File: src/hw/rtl/lts_pkg.sv
`default_nettype none
// ============================================================================
// lts_pkg: shared types and constants of the line tracker steering core
// Item kinds, run modes, controller states, register indexes and the
// command and status bundles between the controller and the datapath.
// ============================================================================
package lts_pkg;

    // Item kinds carried on req_type
    typedef enum logic [1:0] {
        REQ_SAMPLE = 2'd0,
        REQ_TICK   = 2'd1,
        REQ_START  = 2'd2,
        REQ_STOP   = 2'd3
    } req_t;

    // Run modes as shown on the mode output
    typedef enum logic [2:0] {
        MODE_INIT   = 3'd0,
        MODE_READY  = 3'd1,
        MODE_FOLLOW = 3'd2,
        MODE_TURN   = 3'd3,
        MODE_STOP   = 3'd4
    } mode_t;

    // Sequencer states
    typedef enum logic [2:0] {
        ST_IDLE  = 3'd0,
        ST_DIV   = 3'd1,
        ST_APPLY = 3'd2,
        ST_MUL_P = 3'd3,
        ST_MUL_D = 3'd4,
        ST_CMD   = 3'd5,
        ST_OUT   = 3'd6
    } ctrl_state_t;

    // Configuration port
    localparam int CFG_IDX_W  = 3;
    localparam int CFG_DATA_W = 8;

    localparam logic [CFG_IDX_W-1:0] CFG_FOLLOW_ENABLE  = 3'd0;
    localparam logic [CFG_IDX_W-1:0] CFG_STEER_KP       = 3'd1;
    localparam logic [CFG_IDX_W-1:0] CFG_STEER_KD       = 3'd2;
    localparam logic [CFG_IDX_W-1:0] CFG_MOTOR_POLARITY = 3'd3;
    localparam logic [CFG_IDX_W-1:0] CFG_GAP_FRAMES     = 3'd4;

    // Register reset values
    localparam logic       FOLLOW_ENABLE_RST  = 1'b0;
    localparam logic [7:0] STEER_KP_RST       = 8'd64;
    localparam logic [7:0] STEER_KD_RST       = 8'd0;
    localparam logic [1:0] MOTOR_POLARITY_RST = 2'b11;
    localparam logic [3:0] GAP_FRAMES_RST     = 4'd3;

    // Drive word width and the reciprocal used for a divide by three
    localparam int CMD_W       = 16;
    localparam int THIRD_SHIFT = 17;
    localparam logic [16:0] THIRD_RECIP = 17'd43691;

    // White frame counter saturates here
    localparam logic [7:0] WHITE_MAX = 8'd255;

    // Controller to datapath commands
    typedef struct packed {
        logic load_item;
        logic div_step;
        logic apply;
        logic mul_p;
        logic mul_d;
        logic cmd_calc;
        logic out_load;
    } lts_cmd_t;

    // Datapath to controller status
    typedef struct packed {
        req_t kind;
        logic div_done;
        logic out_free;
    } lts_status_t;

endpackage
`default_nettype wire

File: src/hw/rtl/line_tracker_steering.sv
`default_nettype none
// Stages: a sensor sample runs the bit-serial divider (one quotient bit per cycle),
//   over M bits, M being the centroid magnitude width (5 at SENSOR_COUNT = 8), then
//   the update and output stages; a control tick adds the steering products and
//   command stages; start/stop go from the update to the output stage. One item at a
//   time: the next beat is taken while the previous result waits in the output register.
// Reset: rst_n clears mode, tracker state, wheel commands and loads register defaults.
// ============================================================================
// line_tracker_steering: line follower core
// Sensor centroid with gap hold, run mode machine and PD steering / spin
// search wheel commands, built as a sequencer plus a datapath.
// ============================================================================
module line_tracker_steering
    import lts_pkg::*;
#(
    parameter int SENSOR_COUNT     = 8,
    parameter int SEARCH_THRESHOLD = 4
)
(
    input  wire logic                     clk,
    input  wire logic                     rst_n,
    // configuration
    input  wire logic                     cfg_valid,
    output logic                          cfg_ready,
    input  wire logic [CFG_IDX_W-1:0]     cfg_index,
    input  wire logic [CFG_DATA_W-1:0]    cfg_data,
    // items
    input  wire logic                     in_valid,
    output logic                          in_ready,
    input  wire logic [1:0]               req_type,
    input  wire logic [SENSOR_COUNT-1:0]  sensor_bits,
    input  wire logic signed [15:0]       feedforward_pwm,
    input  wire logic signed [15:0]       correction_left,
    input  wire logic signed [15:0]       correction_right,
    input  wire logic signed [15:0]       start_speed,
    // results
    output logic                          out_valid,
    input  wire logic                     out_ready,
    output logic [2:0]                    mode,
    output logic signed [3:0]             line_position,
    output logic                          line_lost,
    output logic                          position_guessed,
    output logic signed [15:0]            left_command,
    output logic signed [15:0]            right_command
);

    lts_cmd_t    cmd;
    lts_status_t status;
    req_t        req_kind;

    assign req_kind = req_t'(req_type);

    // Sequence one item at a time
    lts_ctrl u_ctrl (
        .clk      (clk),
        .rst_n    (rst_n),
        .in_valid (in_valid),
        .req_type (req_kind),
        .status   (status),
        .in_ready (in_ready),
        .cmd      (cmd)
    );

    // Compute position, mode and wheel commands
    lts_datapath #(
        .SENSOR_COUNT     (SENSOR_COUNT),
        .SEARCH_THRESHOLD (SEARCH_THRESHOLD)
    ) u_datapath (
        .clk              (clk),
        .rst_n            (rst_n),
        .cmd              (cmd),
        .status           (status),
        .cfg_valid        (cfg_valid),
        .cfg_ready        (cfg_ready),
        .cfg_index        (cfg_index),
        .cfg_data         (cfg_data),
        .req_type         (req_kind),
        .sensor_bits      (sensor_bits),
        .feedforward_pwm  (feedforward_pwm),
        .correction_left  (correction_left),
        .correction_right (correction_right),
        .start_speed      (start_speed),
        .out_ready        (out_ready),
        .out_valid        (out_valid),
        .mode             (mode),
        .line_position    (line_position),
        .line_lost        (line_lost),
        .position_guessed (position_guessed),
        .left_command     (left_command),
        .right_command    (right_command)
    );

endmodule
`default_nettype wire

File: src/hw/rtl/lts_ctrl.sv
`default_nettype none
// ============================================================================
// lts_ctrl: item sequencer
// Accepts one beat at a time, walks it through divide (samples), update,
// steering products and command (ticks) stages, then to the output register.
// ============================================================================
module lts_ctrl
    import lts_pkg::*;
(
    input  wire logic        clk,
    input  wire logic        rst_n,
    input  wire logic        in_valid,
    input  req_t             req_type,
    input  lts_status_t      status,
    output logic             in_ready,
    output lts_cmd_t         cmd
);

    ctrl_state_t state_reg;
    ctrl_state_t state_next;

    // Hold the current state
    always_ff @(posedge clk or negedge rst_n)
    begin
        if (!rst_n)
        begin
            state_reg <= ST_IDLE;
        end
        else
        begin
            state_reg <= state_next;
        end
    end

    // Advance through the stages of one item
    always_comb
    begin
        state_next = state_reg;
        unique case (state_reg)
            ST_IDLE:
            begin
                if (in_valid)
                begin
                    state_next = (req_type == REQ_SAMPLE) ? ST_DIV : ST_APPLY;
                end
            end
            ST_DIV:
            begin
                if (status.div_done)
                begin
                    state_next = ST_APPLY;
                end
            end
            ST_APPLY:
            begin
                state_next = (status.kind == REQ_TICK) ? ST_MUL_P : ST_OUT;
            end
            ST_MUL_P: state_next = ST_MUL_D;
            ST_MUL_D: state_next = ST_CMD;
            ST_CMD:   state_next = ST_OUT;
            ST_OUT:
            begin
                if (status.out_free)
                begin
                    state_next = ST_IDLE;
                end
            end
            default:  state_next = ST_IDLE;
        endcase
    end

    // Drive commands for the current state
    always_comb
    begin
        cmd      = '0;
        in_ready = 1'b0;
        unique case (state_reg)
            ST_IDLE:
            begin
                in_ready      = 1'b1;
                cmd.load_item = in_valid;
            end
            ST_DIV:   cmd.div_step = 1'b1;
            ST_APPLY: cmd.apply    = 1'b1;
            ST_MUL_P: cmd.mul_p    = 1'b1;
            ST_MUL_D: cmd.mul_d    = 1'b1;
            ST_CMD:   cmd.cmd_calc = 1'b1;
            ST_OUT:   cmd.out_load = status.out_free;
            default:  cmd          = '0;
        endcase
    end

endmodule
`default_nettype wire

File: src/hw/rtl/lts_datapath.sv
`default_nettype none
// ============================================================================
// lts_datapath: line position, run mode and wheel command datapath
// Holds configuration and tracker state, a bit-serial centroid divider,
// the PD steering products, the spin search and the output register.
// ============================================================================
module lts_datapath
    import lts_pkg::*;
#(
    parameter int SENSOR_COUNT     = 8,
    parameter int SEARCH_THRESHOLD = 4
)
(
    input  wire logic                     clk,
    input  wire logic                     rst_n,
    input  lts_cmd_t                      cmd,
    output lts_status_t                   status,
    // configuration
    input  wire logic                     cfg_valid,
    output logic                          cfg_ready,
    input  wire logic [CFG_IDX_W-1:0]     cfg_index,
    input  wire logic [CFG_DATA_W-1:0]    cfg_data,
    // item fields
    input  req_t                          req_type,
    input  wire logic [SENSOR_COUNT-1:0]  sensor_bits,
    input  wire logic signed [CMD_W-1:0]  feedforward_pwm,
    input  wire logic signed [CMD_W-1:0]  correction_left,
    input  wire logic signed [CMD_W-1:0]  correction_right,
    input  wire logic signed [CMD_W-1:0]  start_speed,
    // results
    input  wire logic                     out_ready,
    output logic                          out_valid,
    output logic [2:0]                    mode,
    output logic signed [3:0]             line_position,
    output logic                          line_lost,
    output logic                          position_guessed,
    output logic signed [CMD_W-1:0]       left_command,
    output logic signed [CMD_W-1:0]       right_command
);

    localparam int POS_W = $clog2(SENSOR_COUNT) + 1;
    localparam int SUM_W = $clog2(SENSOR_COUNT * SENSOR_COUNT / 4 + 1) + 1;
    localparam int MAG_W = SUM_W - 1;
    localparam int CNT_W = $clog2(SENSOR_COUNT + 1);
    localparam int REM_W = CNT_W + 1;
    localparam int DCW   = $clog2(MAG_W + 1);
    localparam int PD_W  = POS_W + 11;

    // Configuration registers
    logic       follow_enable_reg;
    logic [7:0] steer_kp_reg;
    logic [7:0] steer_kd_reg;
    logic [1:0] motor_polarity_reg;
    logic [3:0] gap_frames_reg;

    // Tracker state
    mode_t                   run_mode_reg;
    logic [14:0]             base_speed_reg;
    logic signed [POS_W-1:0] cur_pos_reg;
    logic                    lost_reg;
    logic signed [POS_W-1:0] held_pos_reg;
    logic [7:0]              white_count_reg;
    logic                    guess_reg;
    logic signed [POS_W-1:0] prev_err_reg;
    logic signed [CMD_W-1:0] left_cmd_reg;
    logic signed [CMD_W-1:0] right_cmd_reg;

    // Latched item
    req_t                    kind_reg;
    logic signed [CMD_W-1:0] ff_reg;
    logic signed [CMD_W-1:0] cl_reg;
    logic signed [CMD_W-1:0] cr_reg;
    logic signed [CMD_W-1:0] start_reg;
    logic                    all_see_reg;
    logic                    none_see_reg;
    logic                    sum_neg_reg;

    // Divider
    logic [REM_W-1:0] div_rem_reg;
    logic [MAG_W-1:0] div_quo_reg;
    logic [CNT_W-1:0] div_den_reg;
    logic [DCW-1:0]   div_cnt_reg;

    // Steering and search products
    logic signed [POS_W+8:0] p_prod_reg;
    logic signed [PD_W-1:0]  pd_sum_reg;
    logic [14:0]             third_mag_reg;

    // Output register
    logic                    out_valid_reg;
    mode_t                   out_mode_reg;
    logic signed [3:0]       out_pos_reg;
    logic                    out_lost_reg;
    logic                    out_guess_reg;
    logic signed [CMD_W-1:0] out_left_reg;
    logic signed [CMD_W-1:0] out_right_reg;

    // ------------------------------------------------------------------
    // Weighted sum and count of the sensors that see the line
    // ------------------------------------------------------------------
    logic signed [SUM_W-1:0] bit_sum;
    logic [CNT_W-1:0]        bit_cnt;
    logic [MAG_W-1:0]        sum_mag;
    logic signed [SUM_W-1:0] sum_neg_val;

    always_comb
    begin
        bit_sum = '0;
        bit_cnt = '0;
        for (int i = 0; i < SENSOR_COUNT; i++)
        begin
            if (!sensor_bits[i])
            begin
                bit_sum = bit_sum + SUM_W'(2 * i) - SUM_W'(SENSOR_COUNT - 1);
                bit_cnt = bit_cnt + CNT_W'(1);
            end
        end
        sum_neg_val = -bit_sum;
        sum_mag     = bit_sum[SUM_W-1] ? sum_neg_val[MAG_W-1:0] : bit_sum[MAG_W-1:0];
    end

    // ------------------------------------------------------------------
    // Restoring divider step: one quotient bit per cycle
    // ------------------------------------------------------------------
    logic [REM_W-1:0]        div_shift;
    logic                    div_fit;
    logic signed [POS_W-1:0] quo_pos;
    logic signed [POS_W-1:0] centroid;

    always_comb
    begin
        div_shift = REM_W'({div_rem_reg, div_quo_reg[MAG_W-1]});
        div_fit   = div_shift >= REM_W'(div_den_reg);
        quo_pos   = POS_W'(div_quo_reg);
        centroid  = sum_neg_reg ? -quo_pos : quo_pos;
    end

    // ------------------------------------------------------------------
    // Item effect followed by one mode step
    // ------------------------------------------------------------------
    mode_t                   mode_eff;
    mode_t                   mode_upd;
    logic [14:0]             base_upd;
    logic signed [POS_W-1:0] pos_upd;
    logic                    lost_upd;
    logic                    guess_upd;
    logic signed [POS_W-1:0] held_upd;
    logic [7:0]              white_upd;

    always_comb
    begin
        mode_eff  = run_mode_reg;
        base_upd  = base_speed_reg;
        pos_upd   = cur_pos_reg;
        lost_upd  = lost_reg;
        guess_upd = guess_reg;
        held_upd  = held_pos_reg;
        white_upd = white_count_reg;
        unique case (kind_reg)
            REQ_SAMPLE:
            begin
                if (!follow_enable_reg || all_see_reg)
                begin
                    pos_upd   = '0;
                    lost_upd  = 1'b0;
                    guess_upd = 1'b0;
                    white_upd = '0;
                end
                else if (none_see_reg)
                begin
                    if (white_count_reg != WHITE_MAX)
                    begin
                        white_upd = white_count_reg + 8'd1;
                    end
                    if (white_upd <= {4'd0, gap_frames_reg})
                    begin
                        pos_upd   = held_pos_reg;
                        lost_upd  = 1'b0;
                        guess_upd = 1'b1;
                    end
                    else
                    begin
                        pos_upd   = '0;
                        lost_upd  = 1'b1;
                        guess_upd = 1'b0;
                    end
                end
                else
                begin
                    pos_upd   = centroid;
                    lost_upd  = 1'b0;
                    guess_upd = 1'b0;
                    white_upd = '0;
                    held_upd  = centroid;
                end
            end
            REQ_START:
            begin
                base_upd = start_reg[CMD_W-1] ? '0 : start_reg[14:0];
                if (run_mode_reg == MODE_STOP)
                begin
                    mode_eff = MODE_READY;
                end
            end
            REQ_STOP:
            begin
                base_upd = '0;
                mode_eff = MODE_STOP;
            end
            REQ_TICK:
            begin
                mode_eff = run_mode_reg;
            end
        endcase

        mode_upd = mode_eff;
        unique case (mode_eff)
            MODE_INIT:  mode_upd = MODE_READY;
            MODE_READY:
            begin
                if (base_upd != '0)
                begin
                    mode_upd = MODE_FOLLOW;
                end
            end
            MODE_FOLLOW:
            begin
                if (follow_enable_reg && lost_upd && (white_upd > {4'd0, gap_frames_reg}))
                begin
                    mode_upd = MODE_TURN;
                end
            end
            MODE_TURN:
            begin
                if (!lost_upd)
                begin
                    mode_upd = MODE_FOLLOW;
                end
            end
            default:    mode_upd = mode_eff;
        endcase
    end

    // ------------------------------------------------------------------
    // Steering products and the divide-by-three of feedforward
    // ------------------------------------------------------------------
    logic signed [POS_W:0]   err_diff;
    logic signed [POS_W+8:0] p_prod;
    logic signed [POS_W+9:0] d_prod;
    logic                    ff_neg;
    logic [16:0]             ff_mag;
    logic [33:0]             third_prod;

    always_comb
    begin
        err_diff   = {cur_pos_reg[POS_W-1], cur_pos_reg} - {prev_err_reg[POS_W-1], prev_err_reg};
        p_prod     = $signed({1'b0, steer_kp_reg}) * cur_pos_reg;
        d_prod     = $signed({1'b0, steer_kd_reg}) * err_diff;
        ff_neg     = ff_reg[CMD_W-1];
        ff_mag     = ff_neg ? (17'd0 - {1'b1, ff_reg}) : {1'b0, ff_reg};
        third_prod = ff_mag * THIRD_RECIP;
    end

    // ------------------------------------------------------------------
    // Wheel commands for the current mode
    // ------------------------------------------------------------------
    logic                    steer_on;
    logic signed [PD_W-1:0]  pd_adj;
    logic signed [PD_W-1:0]  steer_full;
    logic signed [CMD_W-1:0] steer;
    logic signed [CMD_W-1:0] cl_eff;
    logic signed [CMD_W-1:0] cr_eff;
    logic signed [CMD_W-1:0] third_s;
    logic signed [CMD_W-1:0] half_s;
    logic signed [CMD_W-1:0] left_sel;
    logic signed [CMD_W-1:0] right_sel;

    function automatic logic signed [CMD_W-1:0] apply_polarity(
        input logic signed [CMD_W-1:0] value,
        input logic [1:0]              pol
    );
        logic signed [CMD_W-1:0] result;
        unique case (pol)
            2'b00:   result = '0;
            2'b01:   result = value;
            2'b11:   result = -value;
            default: result = -(value <<< 1);
        endcase
        return result;
    endfunction

    always_comb
    begin
        steer_on   = follow_enable_reg && !lost_reg;
        pd_adj     = pd_sum_reg + (pd_sum_reg[PD_W-1] ? PD_W'(15) : PD_W'(0));
        steer_full = pd_adj >>> 4;
        steer      = steer_on ? CMD_W'(steer_full) : '0;
        cl_eff     = (base_speed_reg != '0) ? cl_reg : '0;
        cr_eff     = (base_speed_reg != '0) ? cr_reg : '0;
        third_s    = ff_neg ? -CMD_W'(third_mag_reg) : CMD_W'(third_mag_reg);
        half_s     = ff_neg ? -CMD_W'(ff_mag[16:1]) : CMD_W'(ff_mag[16:1]);

        left_sel  = '0;
        right_sel = '0;
        if (run_mode_reg == MODE_FOLLOW)
        begin
            left_sel  = ff_reg + cl_eff + steer;
            right_sel = ff_reg + cr_eff - steer;
        end
        else if (run_mode_reg == MODE_TURN)
        begin
            if (int'(held_pos_reg) < -SEARCH_THRESHOLD)
            begin
                left_sel  = -third_s;
                right_sel = third_s;
            end
            else if (int'(held_pos_reg) > SEARCH_THRESHOLD)
            begin
                left_sel  = third_s;
                right_sel = -third_s;
            end
            else
            begin
                left_sel  = -half_s;
                right_sel = half_s;
            end
        end
    end

    // ------------------------------------------------------------------
    // Configuration writes
    // ------------------------------------------------------------------
    assign cfg_ready = 1'b1;

    always_ff @(posedge clk or negedge rst_n)
    begin
        if (!rst_n)
        begin
            follow_enable_reg  <= FOLLOW_ENABLE_RST;
            steer_kp_reg       <= STEER_KP_RST;
            steer_kd_reg       <= STEER_KD_RST;
            motor_polarity_reg <= MOTOR_POLARITY_RST;
            gap_frames_reg     <= GAP_FRAMES_RST;
        end
        else if (cfg_valid)
        begin
            unique case (cfg_index)
                CFG_FOLLOW_ENABLE:  follow_enable_reg  <= cfg_data[0];
                CFG_STEER_KP:       steer_kp_reg       <= cfg_data;
                CFG_STEER_KD:       steer_kd_reg       <= cfg_data;
                CFG_MOTOR_POLARITY: motor_polarity_reg <= cfg_data[1:0];
                CFG_GAP_FRAMES:     gap_frames_reg     <= cfg_data[3:0];
                default:            follow_enable_reg  <= follow_enable_reg;
            endcase
        end
    end

    // ------------------------------------------------------------------
    // Latch the item and load the divider on an accepted beat
    // ------------------------------------------------------------------
    always_ff @(posedge clk)
    begin
        if (cmd.load_item)
        begin
            kind_reg     <= req_type;
            ff_reg       <= feedforward_pwm;
            cl_reg       <= correction_left;
            cr_reg       <= correction_right;
            start_reg    <= start_speed;
            all_see_reg  <= (sensor_bits == '0);
            none_see_reg <= &sensor_bits;
            sum_neg_reg  <= bit_sum[SUM_W-1];
            div_den_reg  <= bit_cnt;
        end
    end

    // Shift the divider one quotient bit per step
    always_ff @(posedge clk)
    begin
        if (cmd.load_item)
        begin
            div_rem_reg <= '0;
            div_quo_reg <= sum_mag;
        end
        else if (cmd.div_step)
        begin
            div_rem_reg <= div_fit ? (div_shift - REM_W'(div_den_reg)) : div_shift;
            div_quo_reg <= MAG_W'({div_quo_reg, div_fit});
        end
    end

    // Count divider steps
    always_ff @(posedge clk or negedge rst_n)
    begin
        if (!rst_n)
        begin
            div_cnt_reg <= '0;
        end
        else if (cmd.load_item)
        begin
            div_cnt_reg <= DCW'(MAG_W);
        end
        else if (cmd.div_step)
        begin
            div_cnt_reg <= div_cnt_reg - DCW'(1);
        end
    end

    // Register the steering products and the third of feedforward
    always_ff @(posedge clk)
    begin
        if (cmd.apply)
        begin
            third_mag_reg <= third_prod[THIRD_SHIFT+14:THIRD_SHIFT];
        end
        if (cmd.mul_p)
        begin
            p_prod_reg <= p_prod;
        end
        if (cmd.mul_d)
        begin
            pd_sum_reg <= PD_W'(p_prod_reg) + PD_W'(d_prod);
        end
    end

    // ------------------------------------------------------------------
    // Tracker state update
    // ------------------------------------------------------------------
    always_ff @(posedge clk or negedge rst_n)
    begin
        if (!rst_n)
        begin
            run_mode_reg    <= MODE_INIT;
            base_speed_reg  <= '0;
            cur_pos_reg     <= '0;
            lost_reg        <= 1'b0;
            held_pos_reg    <= '0;
            white_count_reg <= '0;
            guess_reg       <= 1'b0;
            prev_err_reg    <= '0;
            left_cmd_reg    <= '0;
            right_cmd_reg   <= '0;
        end
        else if (cmd.apply)
        begin
            run_mode_reg    <= mode_upd;
            base_speed_reg  <= base_upd;
            cur_pos_reg     <= pos_upd;
            lost_reg        <= lost_upd;
            held_pos_reg    <= held_upd;
            white_count_reg <= white_upd;
            guess_reg       <= guess_upd;
            if (kind_reg == REQ_STOP)
            begin
                left_cmd_reg  <= '0;
                right_cmd_reg <= '0;
            end
        end
        else if (cmd.cmd_calc)
        begin
            left_cmd_reg  <= apply_polarity(left_sel, motor_polarity_reg);
            right_cmd_reg <= apply_polarity(right_sel, motor_polarity_reg);
            if (run_mode_reg == MODE_FOLLOW && steer_on)
            begin
                prev_err_reg <= cur_pos_reg;
            end
        end
    end

    // ------------------------------------------------------------------
    // Output register
    // ------------------------------------------------------------------
    always_ff @(posedge clk or negedge rst_n)
    begin
        if (!rst_n)
        begin
            out_valid_reg <= 1'b0;
        end
        else if (cmd.out_load)
        begin
            out_valid_reg <= 1'b1;
        end
        else if (out_ready)
        begin
            out_valid_reg <= 1'b0;
        end
    end

    always_ff @(posedge clk)
    begin
        if (cmd.out_load)
        begin
            out_mode_reg  <= run_mode_reg;
            out_pos_reg   <= lost_reg ? 4'sd0 : 4'(cur_pos_reg);
            out_lost_reg  <= lost_reg;
            out_guess_reg <= guess_reg;
            out_left_reg  <= left_cmd_reg;
            out_right_reg <= right_cmd_reg;
        end
    end

    assign out_valid        = out_valid_reg;
    assign mode             = out_mode_reg;
    assign line_position    = out_pos_reg;
    assign line_lost        = out_lost_reg;
    assign position_guessed = out_guess_reg;
    assign left_command     = out_left_reg;
    assign right_command    = out_right_reg;

    // Report status to the sequencer
    always_comb
    begin
        status.kind     = kind_reg;
        status.div_done = (div_cnt_reg == DCW'(1));
        status.out_free = !out_valid_reg || out_ready;
    end

endmodule
`default_nettype wire

File: config.mk
export PLATFORM = sky130hd
export DESIGN_NAME = line_tracker_steering
export DESIGN_NICKNAME = d
export VERILOG_FILES = /design/src/hw/rtl/lts_pkg.sv /design/src/hw/rtl/line_tracker_steering.sv /design/src/hw/rtl/lts_ctrl.sv /design/src/hw/rtl/lts_datapath.sv
export SDC_FILE = /design/constraint.sdc
export NUM_CORES = 1
export LEC_CHECK = 0
export ABC_CLOCK_PERIOD_IN_PS = 9300
export BUFFER_PORTS_ARGS = -buffer_cell sky130_fd_sc_hd__buf_4
export CELL_PAD_IN_SITES_DETAIL_PLACEMENT = 2
export CELL_PAD_IN_SITES_GLOBAL_PLACEMENT = 2
export CORE_MARGIN = 3
export CORE_UTILIZATION = 35
export DETAILED_ROUTE_END_ITERATION = 12
export GPL_TIMING_DRIVEN = 0
export MAX_ROUTING_LAYER = met4
export PLACE_DENSITY_LB_ADDON = 0.1
export SLEW_MARGIN = 20
export SYNTH_ARGS = -nofsm -noshare
export SYNTH_HDL_FRONTEND = slang
export SYNTH_SLANG_ARGS = --single-unit
File: constraint.sdc
create_clock -name clk -period 9.3 [get_ports clk]
set_clock_uncertainty 0.2 [all_clocks]
set_input_delay 1.395 -clock clk [delete_from_list [all_inputs] [get_ports clk]]
set_output_delay 1.395 -clock clk [all_outputs]
set_load 0.01 [all_outputs]
Word-level counts from Yosys, hierarchy flattened
Index checks and enable logic that the tools add are counted.
{"block": "totals", "reg_bits": 268, "inputBits": 90, "out_inout_bits": 44}
{"block": "classes", "addsub": 42, "n_mul": 3, "n_lt_le_gt_ge": 5, "n_eq_ne": 27, "mux": 86, "bitwise": 3, "reduce_logical": 32}
{"op": "two-way mux 16 bit", "count": 18}
{"op": "negation 16 bit", "count": 7}
{"op": "one-hot mux 16 bit (3 select lines)", "count": 2}
{"op": "two-way mux 8 bit", "count": 7}
{"op": "two-way mux 4 bit", "count": 13}
{"op": "adder 16 bit", "count": 3}
{"op": "two-way mux 6 bit", "count": 8}
{"op": "subtractor 6 x 4 -> 6 bit (second input constant)", "count": 7}
{"op": "multiplier 17 x 16 -> 32 bit (second input constant)", "count": 1}
{"op": "two-way mux 3 bit", "count": 10}
{"op": "one-hot mux 15 bit (2 select lines)", "count": 1}
{"op": "nonzero test 15 bit", "count": 2}
{"op": "adder 4 x 1 -> 4 bit (second input constant)", "count": 6}
{"op": "adder 6 x 5 -> 6 bit (second input constant)", "count": 4}
{"op": "== test 3 x 2 -> 1 bit (second input constant)", "count": 8}
{"op": "one-hot mux 3 bit (7 select lines)", "count": 1}
{"op": "two-way mux 1 bit", "count": 18}
{"op": "two-way mux 17 bit", "count": 1}
{"op": "subtractor 1 x 17 -> 17 bit (first input constant)", "count": 1}
{"op": "negation 15 -> 16 bit", "count": 1}
{"op": "subtractor 16 bit", "count": 1}
{"op": "adder 13 x 14 -> 15 bit", "count": 1}
{"op": "adder 15 bit", "count": 1}
{"op": "== test 3 bit (second input constant)", "count": 5}
{"op": "39 further kinds", "count": 71}

Longest topological paths before layout
Gate-level depths: netlist (run 1).
{"block": "depth", "depth_word": 25, "ltp_mapped": 33, "mapped_depth_nobuf": 30}

Hierarchy
Synthesis (run 1) repeated with hierarchy kept, for this count alone.
{"block": "hier_totals", "cells_unflattened": 2594, "area_unflattened_um2": 25195.4}
{"module": "lts_datapath", "n_inst": 1, "cells_per_inst": 2562, "area_per_inst_um2": 24930.2, "seq_area_each_um2": 7428.4}
{"module": "lts_ctrl", "n_inst": 1, "cells_per_inst": 32, "area_per_inst_um2": 265.3, "seq_area_each_um2": 75.1}

Worst setup path before layout (run 1)
OpenSTA, ideal clock, no wires.
{"block": "synth_timing", "kind": "reg2reg", "start": "register u_datapath.ff_reg[0]", "end": "register u_datapath.third_mag_reg[13], data pin", "arrival_ns": 7.675, "t_required_ns": 8.838, "path_slack_ns": 1.163, "stages_incl_launch_ff": 34, "path_buffers": 3, "path_cell_list": "edfxtp_1 -> buf_2 -> inv_1 -> ha_1 -> buf_2 -> or3b_1 -> buf_6 -> or3_1 -> o31ai_1 -> xnor2_1 -> inv_1 -> ha_1 -> ha_1 -> inv_1 -> fa_1 -> inv_1 -> fa_1 -> fa_1 -> inv_1 -> fa_1 -> inv_1 -> ha_1 -> a21o_1 -> a21oi_1 -> o21ai_0 -> o21ai_0 -> a211o_1 -> a21boi_0 -> a311o_1 -> a21o_1 -> a21o_1 -> a21oi_1 -> o21bai_1 -> xor2_1"}
{"block": "synth_between", "elab_chain_len": 3}
{"element": "start: declaration", "line": "lts_datapath.sv:70", "text": "logic signed [CMD_W-1:0] ff_reg;"}
{"element": "start signal: assignment", "line": "lts_datapath.sv:366", "text": "ff_reg <= feedforward_pwm;"}
{"element": "subtractor 1 x 17 -> 17 bit", "line": "lts_datapath.sv:260", "text": "ff_mag = ff_neg ? (17'd0 - {1'b1, ff_reg}) : {1'b0, ff_reg};"}
{"element": "two-way mux 17 bit (*)", "line": "lts_datapath.sv:260"}
{"element": "multiplier 17 x 16 -> 32 bit (*)", "line": "lts_datapath.sv:261", "text": "third_prod = ff_mag * THIRD_RECIP;"}
{"element": "net u_datapath.third_prod[30]", "line": "lts_datapath.sv:252", "text": "logic [33:0] third_prod;"}
{"element": "end signal: assignment", "line": "lts_datapath.sv:414", "text": "third_mag_reg <= third_prod[THIRD_SHIFT+14:THIRD_SHIFT];"}
{"element": "end: declaration", "line": "lts_datapath.sv:87", "text": "logic [14:0] third_mag_reg;"}
Mark *: on every way through the listed nets, which the timed path passes. The rest lies on a longest branch.
A chain may end at the register's enable or synchronous reset.

Worst setup path in the final report (run 1)
{"block": "layout_timing", "start": "register u_datapath.ff_reg[15]", "end": "register u_datapath.third_mag_reg[13], data pin"}
The elaborated chain is that of the path after synthesis.

==> results of run 1 <==
cells by family after synthesis:
logic type	after synthesis
other	2
muxes	52
buffers and inverters	457
xor gates and xnor gates	198
and+or+nand+nor	726
DFF	268
AOI/OAI and AO/OA	531
adders and majority gates	425
routing by layer:
| metal | track usage, % | part of all wire (%) |
|---|---|---|
| met1 | 30.7 | 44 |
| met2 | 42.2 | 51 |
| met3 | 2.07 | 3.0 |
| met4 | 4.37 | 2.0 |
| met5 | - | 0 |
cells in the mapped netlist (all sizes together) (13+ instances only):
| master | n |
|---|---|
| or3 | 21 |
| dfrtp | 97 |
| buf | 24 |
| nor3 | 49 |
| mux2 | 29 |
| fa | 167 |
| nor4 | 22 |
| o21ai | 140 |
| o21a | 16 |
| and2 | 50 |
| edfxtp | 162 |
| a22oi | 18 |
| a31oi | 18 |
| xor2 | 64 |
| a21oi | 116 |
| o31ai | 26 |
| nor2 | 134 |
| o21bai | 15 |
| nand2 | 215 |
| nand3 | 63 |
| ha | 258 |
| nor2b | 46 |
| clkbuf | 70 |
| nand4 | 20 |
| nand2b | 41 |
| xnor2 | 133 |
| a21o | 28 |
| or2 | 17 |
| inv | 362 |
| o211ai | 13 |
| mux2i | 21 |
timing repair:
item,4_1_cts,5_1_grt
endpoints found under the setup margin,8,3
setup buffers,3,2
hold endpoints to repair,0,0
gates resized for setup,16,10
pin swaps,2,1
metrics by stage:
stage | utilization, % | TNS, ns
finish | 40.4 | 0
global route | 40.4 | 0
CTS | 40.3 | 0
detailed placement | 38.7 | -5.23
global placement | 38.5 | -3.63
floorplan | - | 0
worst paths after layout:
| path | cells after the start | startpoint | end |
|---|---|---|---|
| hold / removal | 0 | u_datapath.left_cmd_reg[7] | u_datapath.left_command[7] |
| min in group asynchronous | 1 | rst_n | u_datapath.left_cmd_reg[15] |
| setup / recovery | 31 | u_datapath.ff_reg[15] | u_datapath.third_mag_reg[13] |
| hold reg to reg | 0 | u_datapath.left_cmd_reg[7] | u_datapath.left_command[7] |
| max in group asynchronous | 2 | rst_n | u_datapath.gap_frames_reg[1] |
| setup reg to reg | 31 | u_datapath.ff_reg[15] | u_datapath.third_mag_reg[13] |
layout make-up:
class,instances,area (um2),area share (%)
multi-input combinational,1938,16300,56.3
sequential,268,7500,25.9
inverter,363,1370,4.71
tap,950,1190,4.10
timing repair buffer,141,1120,3.86
clock buffer,44,875,3.02
buffer,94,447,1.54
clock inverter,14,168,0.578
==> flow_metrics.env, run 1 <==
export IMPL_cts_tree="built"
export IMPL_die_w_um=276
export IMPL_ys_warn_count=0
export IMPL_fin_crit_ns=8.89
export IMPL_synth_cells=2659
export IMPL_period_share_pct=95.5
export IMPL_synth_top_cell_by_area="edfxtp_1"
export IMPL_place_area_mm2=0.0278
export IMPL_maxCapViolations=0
export IMPL_layout_common_cells="inv_1 (357), ha_1 (258), nand2_1 (215), fa_1 (167), edfxtp_1 (162)"
export IMPL_start_kind="flop"
export IMPL_grt_pass1_vias=23300
export IMPL_synth_ff_type="edfxtp_1"
export IMPL_path_common_cell="fa_1"
export IMPL_grt_pass1_wl_um=137000
export IMPL_drt_total_wl_um=88000
export IMPL_overflow=0
export IMPL_core_mm2=0.0719
export IMPL_critPathTopFamily="adder cells"
export IMPL_crit_type="reg -> reg"
export IMPL_io_pins=134
export IMPL_start_util_pct=35.5
export IMPL_design_area_mm2=0.0290
export IMPL_rsz0062_at_grt="no"
export IMPL_avgSynthCellArea_um2=9.59
export IMPL_synth_cell_area_mm2=0.0255
export IMPL_synthMuxAreaShare_pct=2.28
export IMPL_ys_types=103
export IMPL_rows=98
export IMPL_status="complete, no violations"
export IMPL_hp_class="reg -> reg"
export IMPL_synth_compound_area_share_pct=14.2
export IMPL_post_place_ws_ns=-1.11
export IMPL_nets=3352
export IMPL_drtAntennaViolNets=0
export IMPL_synth_top_cells_by_area="edfxtp_1 (19%), fa_1 (13%), ha_1 (13%), dfrtp_1 (9.5%), inv_1 (5.3%)"
export IMPL_fp_dieH_um=276
export IMPL_max_freq_ghz=0.113
export IMPL_drive_gt1_share_pct=11.3
export IMPL_gp_congestion=0.930
export IMPL_wl_per_cell_um=23.1
export IMPL_synth_edff_count=162
export IMPL_vias_per_cell=5.37
export IMPL_critical_path_buf_inv_count=11
export IMPL_hold_buffers=0
export IMPL_synthSimpleGateAreaFrac_pct=14.3
export IMPL_drtPass1Iterations=5
export IMPL_yosysSeqAreaShare_pct=29.4
export IMPL_synth_fa_ha_area_share_pct=25.8
export IMPL_place_hpwl_um=72900
export IMPL_antenna_found_initial=3
export IMPL_crit_path_end_kind="flop"
export IMPL_maxSlewViolCount=0
export IMPL_hold_ws_ns=0.249
export IMPL_cts_sinks=268
export IMPL_drc=0
export IMPL_dp_cells=3749
export IMPL_first_iter_violations=966
export IMPL_hold_violations=0
export IMPL_groute_usage_overall_pct=24.1
export IMPL_synth_top_family_by_area="adder cells"
export IMPL_final_common_cell="inv_1"
export IMPL_slew_headroom_pct=26.1
export IMPL_setup_viol=0
export IMPL_worst_pin_slew_ns=1.11
export IMPL_synth_seq_cells=268
export IMPL_ff2ff_setup_slack_ns=0.41
export IMPL_critical_path_arrival_ns=9.11
export IMPL_clkSlewWorstSetupHoldPaths_ns=0.08
export IMPL_synthXorXnorAreaFrac_pct=6.95
export IMPL_crit_required_ns=9.53
export IMPL_synth_top_area_share_pct=19.1
export IMPL_critPathMaxFanout=10
export IMPL_cts_root_buffer="clkbuf_16"
export IMPL_critPathMaxStageDelay_ns=0.59
export IMPL_numCtsBuffers=31
export IMPL_vias=20500
export IMPL_clk_path_buf_depth=3
export IMPL_crit_slowest_cell="fa_1"
export IMPL_portBuffers=131
export IMPL_antenna_cells_inserted=0
export IMPL_setup_ws_ns=0.415
export IMPL_die_area_mm2=0.0761
export IMPL_clk_latency_ns=0.62
export IMPL_fillers=7875
export IMPL_synthArstFlopShare_pct=38.1
export IMPL_synthToLayoutAreaGrowth_pct=13.8
export IMPL_grt_max_degree=67
export IMPL_fin_cells=3812
export IMPL_cts_max_level=1
Power of run 1 is not shown: default switching activity piles up to over one toggle a cycle in this logic, so the estimate is an artifact.
==> run 2, diff against run 1 <==
- CTS_BUF_LIST: not set -> sky130_fd_sc_hd__clkbuf_2
==> run 2 against run 1 <==
  * Final cell count up 2.4%
  * Cell area shrank 1.0%
  * Fmax is 0.43% lower
  * Worst setup slack worse by 0.039 ns
  * Count of clock-buffer cells in the layout is 84 higher
  * Critical endpoint unchanged
  * Via count grew 1.9%
  * Global-route usage is 0.15 points higher
  * Sequential share of layout area increased by 0.26 points
  * Register-to-register slack got worse by 0.04 ns
  * Hold slack improved by 0.0098 ns
  * Critical path depth grew 2
  * Die area did not move
==> flow_metrics.env, run 2 (synthesized netlist as in run 1, its figures left out) <==
export IMPL_setup_ws_ns=0.376
export IMPL_gp_congestion=0.930
export IMPL_min_to="u_datapath.left_command[7]"
export IMPL_fin_crit_ns=8.92
export IMPL_numCtsBuffers=78
export IMPL_vias_per_cell=5.34
export IMPL_wl_per_cell_um=22.5
export IMPL_top_layer="met4"
export IMPL_layout_common_cells="inv_1 (357), ha_1 (258), nand2_1 (215), fa_1 (167), edfxtp_1 (162)"
export IMPL_cts_root_buffer="clkbuf_2"
export IMPL_die_w_um=276
export IMPL_drc=0
export IMPL_start_kind="flop"
export IMPL_rsz0062_at_grt="yes"
export IMPL_final_common_cell="inv_1"
export IMPL_rows=98
export IMPL_hold_violations=0
export IMPL_drive_gt1_share_pct=13.8
export IMPL_clk_path_buf_depth=3
export IMPL_wl_met2_um=44100
export IMPL_drt_total_wl_um=87900
export IMPL_hold_depth=0
export IMPL_nets=3399
export IMPL_setup_viol=0
export IMPL_r2r_start="u_datapath.ff_reg[0]"
export IMPL_fp_dieH_um=276
export IMPL_cts_sinks=268
export IMPL_crit_required_ns=9.89
export IMPL_critical_path_arrival_ns=9.51
export IMPL_post_place_ws_ns=-1.11
export IMPL_r2r_end="u_datapath.third_mag_reg[13]"
export IMPL_reg2regPathDepth=33
export IMPL_first_iter_violations=936
export IMPL_drtPass1Iterations=5
export IMPL_slew_headroom_pct=21.6
export IMPL_maxCapViolations=0
export IMPL_crit_slowest_cell="fa_1"
export IMPL_period_share_pct=96.0
export IMPL_io_pins=134
export IMPL_die_area_mm2=0.0761
export IMPL_core_mm2=0.0719
export IMPL_worst_pin_slew_ns=1.18
export IMPL_wl_met3_um=2760
export IMPL_place_hpwl_um=72900
export IMPL_groute_usage_overall_pct=24.2
export IMPL_crit_path_end_kind="flop"
export IMPL_critPathMaxStageDelay_ns=0.56
export IMPL_max_freq_ghz=0.112
export IMPL_vias=20800
export IMPL_clk_latency_ns=1.07
export IMPL_clkSlewWorstSetupHoldPaths_ns=0.10
export IMPL_synthToLayoutAreaGrowth_pct=12.6
export IMPL_grt_pass1_vias=23600
export IMPL_cts_max_level=3
export IMPL_maxSlewViolCount=0
export IMPL_grt_max_degree=67
export IMPL_cts_tree="built"
export IMPL_crit_type="reg -> reg"
export IMPL_grt_pass1_wl_um=137000
export IMPL_antenna_found_initial=5
export IMPL_met1Wirelength_um=39100
export IMPL_hp_class="reg -> reg"
export IMPL_status="complete, no violations"
export IMPL_drtAntennaViolNets=0
export IMPL_portBuffers=131
export IMPL_fillers=7977
export IMPL_start_util_pct=35.5
export IMPL_overflow=0
export IMPL_critPathMaxFanout=10
export IMPL_hold_path_startpoint="u_datapath.left_cmd_reg[7]"
export IMPL_ff2ff_setup_slack_ns=0.38
## run 2: changes by cell type in the layout (fill, tap and decap cells not counted), sizes merged
cell         previous run  this run
clkbuf                113       198
clkinv                  8        12
diode                   0         4
buf                   166       164
bufinv                  3         1
clkinvlp                2         1
dlygate4sd3             0         1
inv                   364       365
## run 2: final cells by class
| cell class | count | area [um2] | area share, % |
|---|---|---|---|
| Antenna cell | 4 | 10.0 | 0.0349 |
| Buffer | 94 | 447 | 1.56 |
| Clock buffer | 128 | 641 | 2.23 |
| Clock inverter | 16 | 98.8 | 0.344 |
| Inverter | 363 | 1370 | 4.75 |
| Multi-Input combinational cell | 1938 | 16300 | 56.9 |
| Sequential cell | 268 | 7500 | 26.1 |
| Tap cell | 950 | 1190 | 4.14 |
| Timing Repair Buffer | 141 | 1120 | 3.90 |
## run 2: worst max path at each step
stage / startpoint / end / slack (ns) / depth (start not counted)
global placement: u_datapath.ff_reg[15] / u_datapath.third_mag_reg[13] / -0.86 / 31
global route: u_datapath.ff_reg[1] / u_datapath.third_mag_reg[13] / -0.05 / 32
finish: u_datapath.ff_reg[0] / u_datapath.third_mag_reg[13] / 0.38 / 33
detailed placement: u_datapath.ff_reg[15] / u_datapath.third_mag_reg[13] / -1.11 / 31
CTS: u_datapath.ff_reg[0] / u_datapath.third_mag_reg[13] / 0.01 / 31
floorplan: u_datapath.ff_reg[0] / u_datapath.third_mag_reg[13] / 1.16 / 33
## run 2: repair_timing
action,in CTS,in global routing
resized for setup,16,8
setup endpoints to repair,8,3
pin swaps,2,1
setup buffers,2,2
hold buffers,1,0
hold endpoints to repair,32,0
## run 2: metrics by stage
| step | cell area [um2] | util [%] | TNS [ns] | hold slack, ns | cells |
|---|---|---|---|---|---|
| global placement | 27700 | 38.5 | -3.63 | 0.232 | 3744 |
| detailed placement | 27800 | 38.7 | -5.23 | 0.236 | 3749 |
| global route | 28700 | 40.0 | -0.0476 | 0.124 | 3902 |
| finish | 28700 | 40.0 | 0 | 0.259 | 3902 |
| floorplan | 25500 | - | 0 | 0.223 | 2663 |
| CTS | 28600 | 39.9 | 0 | 0.141 | 3896 |
## run 2: worst max-delay path, delay by kind of cell (launching register included)
family                   cells  cell delay [ns]
flip-flops                   1             0.46
AND/OR/NAND/NOR              2             0.79
XOR/XNOR                     2             0.42
buffers and inverters        9             1.15
adder cells (fa/ha/maj)      8             3.27
AO/OA/AOI/OAI               12             2.37
## run 2: per-layer routing
metal	vias up	GRT usage [%]
met5	-	-
li1	9696	-
met1	10700	30.3
met2	346	41.5
met4	0	5.83
met3	127	3.21
Power of run 2 is left out for the same reason.
